**config.mk**
```make
export PLATFORM = sky130hd
export DESIGN_NAME = mid_square_decimal_hash
export DESIGN_NICKNAME = d
export VERILOG_FILES = /design/src/rtl/msdh_pkg.sv /design/src/rtl/msdh_dabble.sv /design/src/rtl/msdh_pick.sv /design/src/rtl/mid_square_decimal_hash.sv
export SDC_FILE = /design/constraint.sdc
export NUM_CORES = 1
export LEC_CHECK = 0
export BUFFER_PORTS_ARGS = -buffer_cell sky130_fd_sc_hd__buf_2
export CORE_UTILIZATION = 31
export CTS_BUF_LIST = sky130_fd_sc_hd__clkbuf_16
export DETAILED_ROUTE_END_ITERATION = 8
export GPL_TIMING_DRIVEN = 1
export PLACE_DENSITY = 0.45
export SLEW_MARGIN = 20
export SYNTH_ARGS = -nofsm -noshare
export SYNTH_HDL_FRONTEND = slang
export SYNTH_HIERARCHICAL = 1
export SYNTH_SLANG_ARGS = --single-unit
export TNS_END_PERCENT = 10
```
**constraint.sdc**
```tcl
create_clock -name clk -period 13 [get_ports clk]
set_input_delay 1.3 -clock clk [delete_from_list [all_inputs] [get_ports clk]]
set_output_delay 1.3 -clock clk [all_outputs]
set_load 0.1 [all_outputs]
```
**src/rtl/msdh_pkg.sv**
```systemverilog
// Shared constants and a helper function for the mid-square decimal hash.
package msdh_pkg;

    localparam int KEY_PORT_W  = 16;
    localparam int KEY_W_DEF   = 16;
    localparam int IDX_W       = 10;
    localparam int CNT_DIG_W   = 4;
    localparam int BCD_W       = 4;
    localparam int MID_DIGITS  = 3;
    localparam int SHORT_LIMIT = 3;

    // decimal digits needed for an unsigned value of the given bit width
    function automatic int dec_digits(input int bits);
        int res;
        res = (bits * 30103) / 100000 + 1;
        return res;
    endfunction

endpackage

```
**src/rtl/msdh_dabble.sv**
```systemverilog
// Bit-serial binary to BCD converter (shift and add-3).
module msdh_dabble #(
    parameter int SQ_W = 32,
    parameter int NDIG = 10
) (
    input  logic                            clk,
    input  logic                            rst_n,
    input  logic                            load,
    input  logic [SQ_W-1:0]                 value,
    output logic [NDIG*msdh_pkg::BCD_W-1:0] bcd,
    output logic                            done
);

    localparam int BW    = NDIG * msdh_pkg::BCD_W;
    localparam int CNT_W = $clog2(SQ_W);

    logic [SQ_W-1:0]  bin_reg;
    logic [BW-1:0]    bcd_reg;
    logic [BW-1:0]    adj;
    logic [CNT_W-1:0] cnt_reg;
    logic             active_reg;
    logic             done_reg;

    genvar g;
    generate
        for (g = 0; g < NDIG; g++)
        begin : g_adj
            logic [msdh_pkg::BCD_W-1:0] dig;
            assign dig = bcd_reg[g*msdh_pkg::BCD_W +: msdh_pkg::BCD_W];
            assign adj[g*msdh_pkg::BCD_W +: msdh_pkg::BCD_W] =
                (dig >= 4'd5) ? dig + 4'd3 : dig;
        end
    endgenerate

    always_ff @(posedge clk or negedge rst_n)
    begin
        if (!rst_n)
        begin
            active_reg <= 1'b0;
            done_reg   <= 1'b0;
            cnt_reg    <= '0;
        end
        else
        begin
            done_reg <= !load && active_reg && (cnt_reg == CNT_W'(SQ_W - 1));
            if (load)
            begin
                active_reg <= 1'b1;
                cnt_reg    <= '0;
            end
            else if (active_reg)
            begin
                cnt_reg <= cnt_reg + 1'b1;
                if (cnt_reg == CNT_W'(SQ_W - 1))
                    active_reg <= 1'b0;
            end
        end
    end

    always_ff @(posedge clk)
    begin
        if (load)
        begin
            bin_reg <= value;
            bcd_reg <= '0;
        end
        else if (active_reg)
        begin
            bin_reg <= {bin_reg[SQ_W-2:0], 1'b0};
            bcd_reg <= {adj[BW-2:0], bin_reg[SQ_W-1]};
        end
    end

    assign bcd  = bcd_reg;
    assign done = done_reg;

endmodule

```
**src/rtl/msdh_pick.sv**
```systemverilog
// Digit count, middle-digit select and BCD to binary of the three digits.
module msdh_pick #(
    parameter int NDIG = 10
) (
    input  logic                             clk,
    input  logic                             rst_n,
    input  logic                             go,
    input  logic [NDIG*msdh_pkg::BCD_W-1:0]  bcd,
    output logic                             valid,
    output logic [msdh_pkg::IDX_W-1:0]       bucket_index,
    output logic [msdh_pkg::CNT_DIG_W-1:0]   square_digits
);

    localparam int BW  = NDIG * msdh_pkg::BCD_W;
    localparam int SW  = msdh_pkg::MID_DIGITS * msdh_pkg::BCD_W;
    localparam int DW  = msdh_pkg::CNT_DIG_W;
    localparam int IW  = msdh_pkg::IDX_W;

    logic [DW-1:0] d;
    logic [DW-1:0] lp;
    logic [BW-1:0] shifted;
    logic [SW-1:0] sel_reg;
    logic [DW-1:0] d_reg;
    logic          v1_reg;
    logic [IW-1:0] idx;
    logic [IW-1:0] idx_reg;
    logic [DW-1:0] dig_out_reg;
    logic          valid_reg;

    always_comb
    begin
        d = DW'(1);
        for (int i = 1; i < NDIG; i++)
        begin
            if (bcd[i*msdh_pkg::BCD_W +: msdh_pkg::BCD_W] != '0)
                d = DW'(i + 1);
        end
        if (d > DW'(msdh_pkg::SHORT_LIMIT))
            lp = d - {1'b0, d[DW-1:1]} - DW'(2);
        else
            lp = '0;
        shifted = bcd >> {lp, 2'b00};
    end

    always_comb
    begin
        idx = IW'(sel_reg[11:8]) * IW'(100)
            + IW'(sel_reg[7:4]) * IW'(10)
            + IW'(sel_reg[3:0]);
    end

    always_ff @(posedge clk or negedge rst_n)
    begin
        if (!rst_n)
        begin
            v1_reg    <= 1'b0;
            valid_reg <= 1'b0;
        end
        else
        begin
            v1_reg    <= go;
            valid_reg <= v1_reg;
        end
    end

    always_ff @(posedge clk)
    begin
        if (go)
        begin
            sel_reg <= shifted[SW-1:0];
            d_reg   <= d;
        end
        if (v1_reg)
        begin
            idx_reg     <= idx;
            dig_out_reg <= d_reg;
        end
    end

    assign valid         = valid_reg;
    assign bucket_index  = idx_reg;
    assign square_digits = dig_out_reg;

endmodule

```
**src/rtl/mid_square_decimal_hash.sv**
```systemverilog
// Top level of the mid-square decimal hash.
// Usage:
//   A transaction is taken at a rising edge with start high and busy low;
//   key_value is sampled then, and only its low KEY_WIDTH bits are used.
//   The key is squared in one registered multiply, the square is turned
//   into BCD one bit per cycle, then the digit count and the three middle
//   digits are picked out and converted back to binary.
//   done is high for exactly one cycle with bucket_index and square_digits
//   valid in that cycle; the receiver cannot stall the block.
// Sequence: after the accepting edge the square is loaded into the converter,
//   the 2*KEY_WIDTH-bit square is converted to BCD bit-serially, then the
//   selected digits are registered, then the index, and done rises.
// Only one key is in flight at a time; busy falls the cycle
//   after done.
// Reset: rst_n clears the control state; the block comes up idle with
//   busy and done low.
module mid_square_decimal_hash #(
    parameter int KEY_WIDTH = msdh_pkg::KEY_W_DEF
) (
    input  logic                               clk,
    input  logic                               rst_n,
    input  logic                               start,
    output logic                               busy,
    input  logic [msdh_pkg::KEY_PORT_W-1:0]    key_value,
    output logic                               done,
    output logic [msdh_pkg::IDX_W-1:0]         bucket_index,
    output logic [msdh_pkg::CNT_DIG_W-1:0]     square_digits
);

    localparam int SQ_W = 2 * KEY_WIDTH;
    localparam int NDIG = msdh_pkg::dec_digits(SQ_W);

    localparam logic [1:0] ST_IDLE   = 2'd0;
    localparam logic [1:0] ST_SQUARE = 2'd1;
    localparam logic [1:0] ST_CONV   = 2'd2;
    localparam logic [1:0] ST_PICK   = 2'd3;

    logic [1:0]                       state_reg;
    logic [1:0]                       state_next;
    logic [KEY_WIDTH-1:0]             key_reg;
    logic [SQ_W-1:0]                  square;
    logic                             conv_load;
    logic                             conv_done;
    logic [NDIG*msdh_pkg::BCD_W-1:0]  bcd;
    logic                             pick_valid;

    assign square    = SQ_W'(key_reg) * SQ_W'(key_reg);
    assign conv_load = (state_reg == ST_SQUARE);

    always_comb
    begin
        state_next = state_reg;
        unique case (state_reg)
            ST_IDLE:   if (start) state_next = ST_SQUARE;
            ST_SQUARE: state_next = ST_CONV;
            ST_CONV:   if (conv_done) state_next = ST_PICK;
            ST_PICK:   if (pick_valid) state_next = ST_IDLE;
            default:   state_next = ST_IDLE;
        endcase
    end

    always_ff @(posedge clk or negedge rst_n)
    begin
        if (!rst_n)
            state_reg <= ST_IDLE;
        else
            state_reg <= state_next;
    end

    always_ff @(posedge clk)
    begin
        if (start && (state_reg == ST_IDLE))
            key_reg <= key_value[KEY_WIDTH-1:0];
    end

    msdh_dabble #(
        .SQ_W (SQ_W),
        .NDIG (NDIG)
    ) u_dabble (
        .clk   (clk),
        .rst_n (rst_n),
        .load  (conv_load),
        .value (square),
        .bcd   (bcd),
        .done  (conv_done)
    );

    msdh_pick #(
        .NDIG (NDIG)
    ) u_pick (
        .clk           (clk),
        .rst_n         (rst_n),
        .go            (conv_done),
        .bcd           (bcd),
        .valid         (pick_valid),
        .bucket_index  (bucket_index),
        .square_digits (square_digits)
    );

    assign busy = (state_reg != ST_IDLE);
    assign done = pick_valid;

endmodule
```
# == After elaboration in Yosys (flattened, before gate mapping) ==
# Cells that the tools add are included.
# totals
register_bits,129
ram_bits,0
latch_bits,0
rom_bits,0
output_inout_bits,16
word_cells,98
inputBits,19
n_memories,0
# op_classes
addsub,15
n_eq_ne,7
muxes,31
reduce_logical,17
mul,3
div,0
shift,1
n_lt_le_gt_ge,11
bitwise,0
# ops
op,n
$mux 4,18
$mux 32,2
$ge 4x3->1 const B,10
$shr 40x6->12,1
$add 4x2->4 const B,9
$reduce_bool 4->1,9
$mul 16x16->32,1
$add 10x4->10,1
$add 10x8->10,1
$mux 5,2
$mul 4x5->8 const B,1
$mux 2,4
$pmux 2 s4,1
$mul 4x3->7 const B,1
$add 5x1->5 const B,1
$eq 5x5->1 const B,1
$eq 2x2->1 const B,2
$gt 4x2->1 const B,1
$ne 2x1->1 const B,2
$reduce_bool 2->1,2
$sub 4x2->4 const B,1
$sub 4x3->4,1
$add 3x2->3 const B,1
$logic_and 1x1->1,3
other kinds (7),9

# == Logic depth before layout (Yosys ltp) ==
# logic_depth
word_depth,14
mapped_depth,23
depth_no_buf,22

# == By module ==
# Netlist, hierarchy kept.
# modules_own_cells
mod,area_per_inst_um2,instances,cells_per_inst,seq_area_each_um2
mid_square_decimal_hash,8120.3,1,903,530.5
msdh_dabble,4087.7,1,397,1936.9
msdh_pick,2952.8,1,268,950.9

# == Worst setup path before layout ==
# Ideal clock, no wire load.
# synth_path
path_kind,register to register
start,register key_reg[1]
end,register u_dabble.bin_reg[31] (data pin)
setup_time_ps,260
t_arrival_ps,5914
slack_ps,6826
path_buffers,3
required_time_ps,12740
path_stages_with_launch,22
period_less_slack_ps,6174
path_cell_list,edfxtp_1 -> clkbuf_1 -> clkbuf_1 -> nand2_1 -> fa_1 -> inv_1 -> fa_1 -> fa_1 -> fa_1 -> fa_1 -> inv_1 -> fa_1 -> inv_1 -> ha_1 -> clkbuf_1 -> nand4_1 -> a2111oi_0 -> a22oi_1 -> a31oi_1 -> a221oi_1 -> xnor2_1 -> mux2_2
# synth_between
elab_chain_len,2
# synth_rtl
element,line_no,text
"start, declared",mid_square_decimal_hash.sv:40,logic [KEY_WIDTH-1:0] key_reg;
"start signal, assigned",mid_square_decimal_hash.sv:73,key_reg <= key_value[KEY_WIDTH-1:0];
$mul 16x16->32,mid_square_decimal_hash.sv:47,assign square = SQ_W'(key_reg) * SQ_W'(key_reg);
via square[31],mid_square_decimal_hash.sv:41,logic [SQ_W-1:0] square;
$mux 32,msdh_dabble.sv:62,if (load)
"end signal, assigned",msdh_dabble.sv:64,bin_reg <= value;
"end signal, assigned",msdh_dabble.sv:69,"bin_reg <= {bin_reg[SQ_W-2:0], 1'b0};"
"end, declared",msdh_dabble.sv:17,logic [SQ_W-1:0] bin_reg;
# The timed path passes the listed nets, and every way through them passes these cells.
# A chain may end at the register's enable or synchronous reset.

# == Worst setup path after layout ==
# layout_path
start,register key_reg[9]
end,register u_dabble.bin_reg[31] (data pin)
# The elaborated chain is that of the path after synthesis.

==> results.yml <==
grt:
  track_usage: 0.152
  antenna_found_initial: 1
  grt_pass1_vias: 11500
  grt_overflow_total: 0
  grt_pass1_wl_mm: 59.3
  grt_max_degree: 90
yosys:
  yosysWarnings: 6
  syn_area_per_cell_um2: 9.67
  async_reset_ff_frac: 0.0853
  synth_edf_count: 78
  ys_seq_area_frac: 0.225
  syn_nets: 1914
  syn_inst: 1568
  mappedNetlistArea_mm2: 0.0152
  synth_cell_type_count: 83
  synth_ff_type: "edfxtp_1"
  synth-seq-cells: 129
detailed_routing:
  drt-total-wl_mm: 35.3
  via_per_inst: 4.92
  drt_pre_antenna_iters: 5
  ant_nets: 0
  dr.first_iter.drc_count: 569
  wl_per_cell_um: 16.0
  route.detailed.drc: 0
  num_vias: 10800
clock_network:
  postCtsHoldBufs: 0
  htree_levels: 4
  post_cts_buffers: 0
  cts_max_path_buffers: 2
  clockRootBuffer: "clkbuf_16"
  clock_latency_ns: 0.47
  cts_made_buffers: 17
  cts_tree: "done"
  clock_sinks: 129
  cts_resized: 0
  clk_pin_slew_ns: 0.08
placed_design:
  hpwlAfterDp_mm: 27.1
  io_buffers: 34
  dp_slack_ns: 6.24
  dpl_cell_area_mm2: 0.0159
  gp_routability_congestion: 0.831
timing:
  hold_violations: 0
  clock.fmax_mhz: 148
  clock_skew_ns: 0.0288
  worst_slack_ns: 6.24
  post-route-min-period_ns: 6.76
  rsz0062_at_grt: "no"
  maxSlewHeadroom: 0.303
  worstMarginPinSlew_ns: 1.05
  setup_viol: 0
  maxSlewViolCount: 0
  tns_ns: 0
  period_share: 0.520
cells_and_area:
  final_common_cell: "inv_1"
  final_cell_mix: "inv_1 (324), fa_1 (170), ha_1 (156), nand2_1 (125), a21oi_1 (81)"
  largest_reg_flops: 40
  nets: 1918
  stdcell_area_mm2: 0.0164
  drive_above_1_share: 0.0959
  n_antenna_cell: 0
  area_growth_pct: 8.22
setup_path:
  critPathRequiredTime_ns: 13.23
  slowest_delay_ns: 0.84
  path_class: "flop to flop"
  cp-start-kind: "flop"
  crit_buf_inv: 6
  worst-path-max-fanout: 17
  cp_top_family: "adder cells"
  crit_path_cell_trace: "and2_1 -> inv_1 -> fa_1 -> inv_1 -> fa_1 -> inv_1 -> fa_1 -> inv_1 -> fa_1 -> fa_1 -> inv_1 -> fa_1 -> inv_1 -> ha_1 -> nand2_1 -> a2111oi_0 -> a22oi_1 -> a31oi_1 -> a221oi_1 -> xnor2_1 -> mux2_2"
  slowest_stage: "edfxtp_1"
  cp-end-kind: "flop"
  worst_ep_arrival_time_ns: 6.99
floorplanning:
  dieArea_mm2: 0.0498
  row_count: 80
  core-area_mm2: 0.0479
  die_x_um: 223
  start_util: 0.316
  die_h_um: 223
  ios: 35
run_status:
  status: "finished clean"
run:
  cap_violations: 0
worst_hold_path:
  hp-class: "flop to flop"
-- stage by stage --
step | util | hold WS (ns) | instances
finish | 0.342 | 0.426 | 2200
detailed placement | 0.331 | 0.410 | 2168
global route | 0.342 | 0.440 | 2200
CTS | 0.342 | 0.429 | 2200
floorplan | - | 0.400 | 1568
global placement | 0.331 | 0.407 | 2168
-- cell families after synthesis --
group                      Yosys count  share of synthesized area
AOI/OAI and AO/OA                  270                      0.120
xor gates and xnor gates            48                     0.0277
buffers and inverters              376                     0.0984
and+or+nand+nor                    349                      0.117
muxes                               68                     0.0566
DFF                                129                      0.225
adders and majority gates          327                      0.354
other                                1                   0.000247
-- cell usage after synthesis, types with 13 or more instances --
master    instances  area (µm²)
xor2_1           14         123
nor2b_1          15        93.8
o21ai_0          47         235
buf_2            18        90.1
fa_1            170        3400
inv_1           323        1210
edfxtp_1         78        2340
nor2_1           61         229
clkbuf_1         26        97.6
nand2_1         125         469
dfxtp_1          40         801
and2_1           51         319
a21oi_1          81         405
a31oi_1          15        93.8
mux2_2           43         484
mux2i_1          13         130
ha_1            157        1960
xnor2_1          34         298
-- routing by layer --
layer  vias up  track usage  wire (µm)
met5         -            0          0
met4         0       0.0545        754
met3        38       0.0267       1080
met2       163        0.254      16900
met1      5377        0.196      16500
li1       5235            -          -
-- area by class of cell --
class | instances | area, µm²
multi-input cells | 1063 | 10300
inverters | 323 | 1210
flip-flops and latches | 129 | 3420
clock buffers | 17 | 425
repair buffers | 38 | 200
well taps | 615 | 769
clock inverters | 15 | 114
fillers | 4938 | 31500
-- worst paths after layout --
check | start | endpoint | slack (ns) | cells past startpoint
max | key_reg[9] | u_dabble/bin_reg[31] | 6.24 | 21
min | u_pick/d_reg[3] | u_pick/square_digits[3] | 0.43 | 0
max reg2reg | key_reg[9] | u_dabble/bin_reg[31] | 6.24 | 21
min reg2reg | u_pick/d_reg[3] | u_pick/square_digits[3] | 0.43 | 0
max in group asynchronous | rst_n | u_dabble/active_reg | 12.09 | 1
min in group asynchronous | rst_n | state_reg[1] | 0.69 | 1
Power is left out: the tool's default activity adds up to more than one toggle a clock period on the data nets, which glitch-free logic cannot reach.
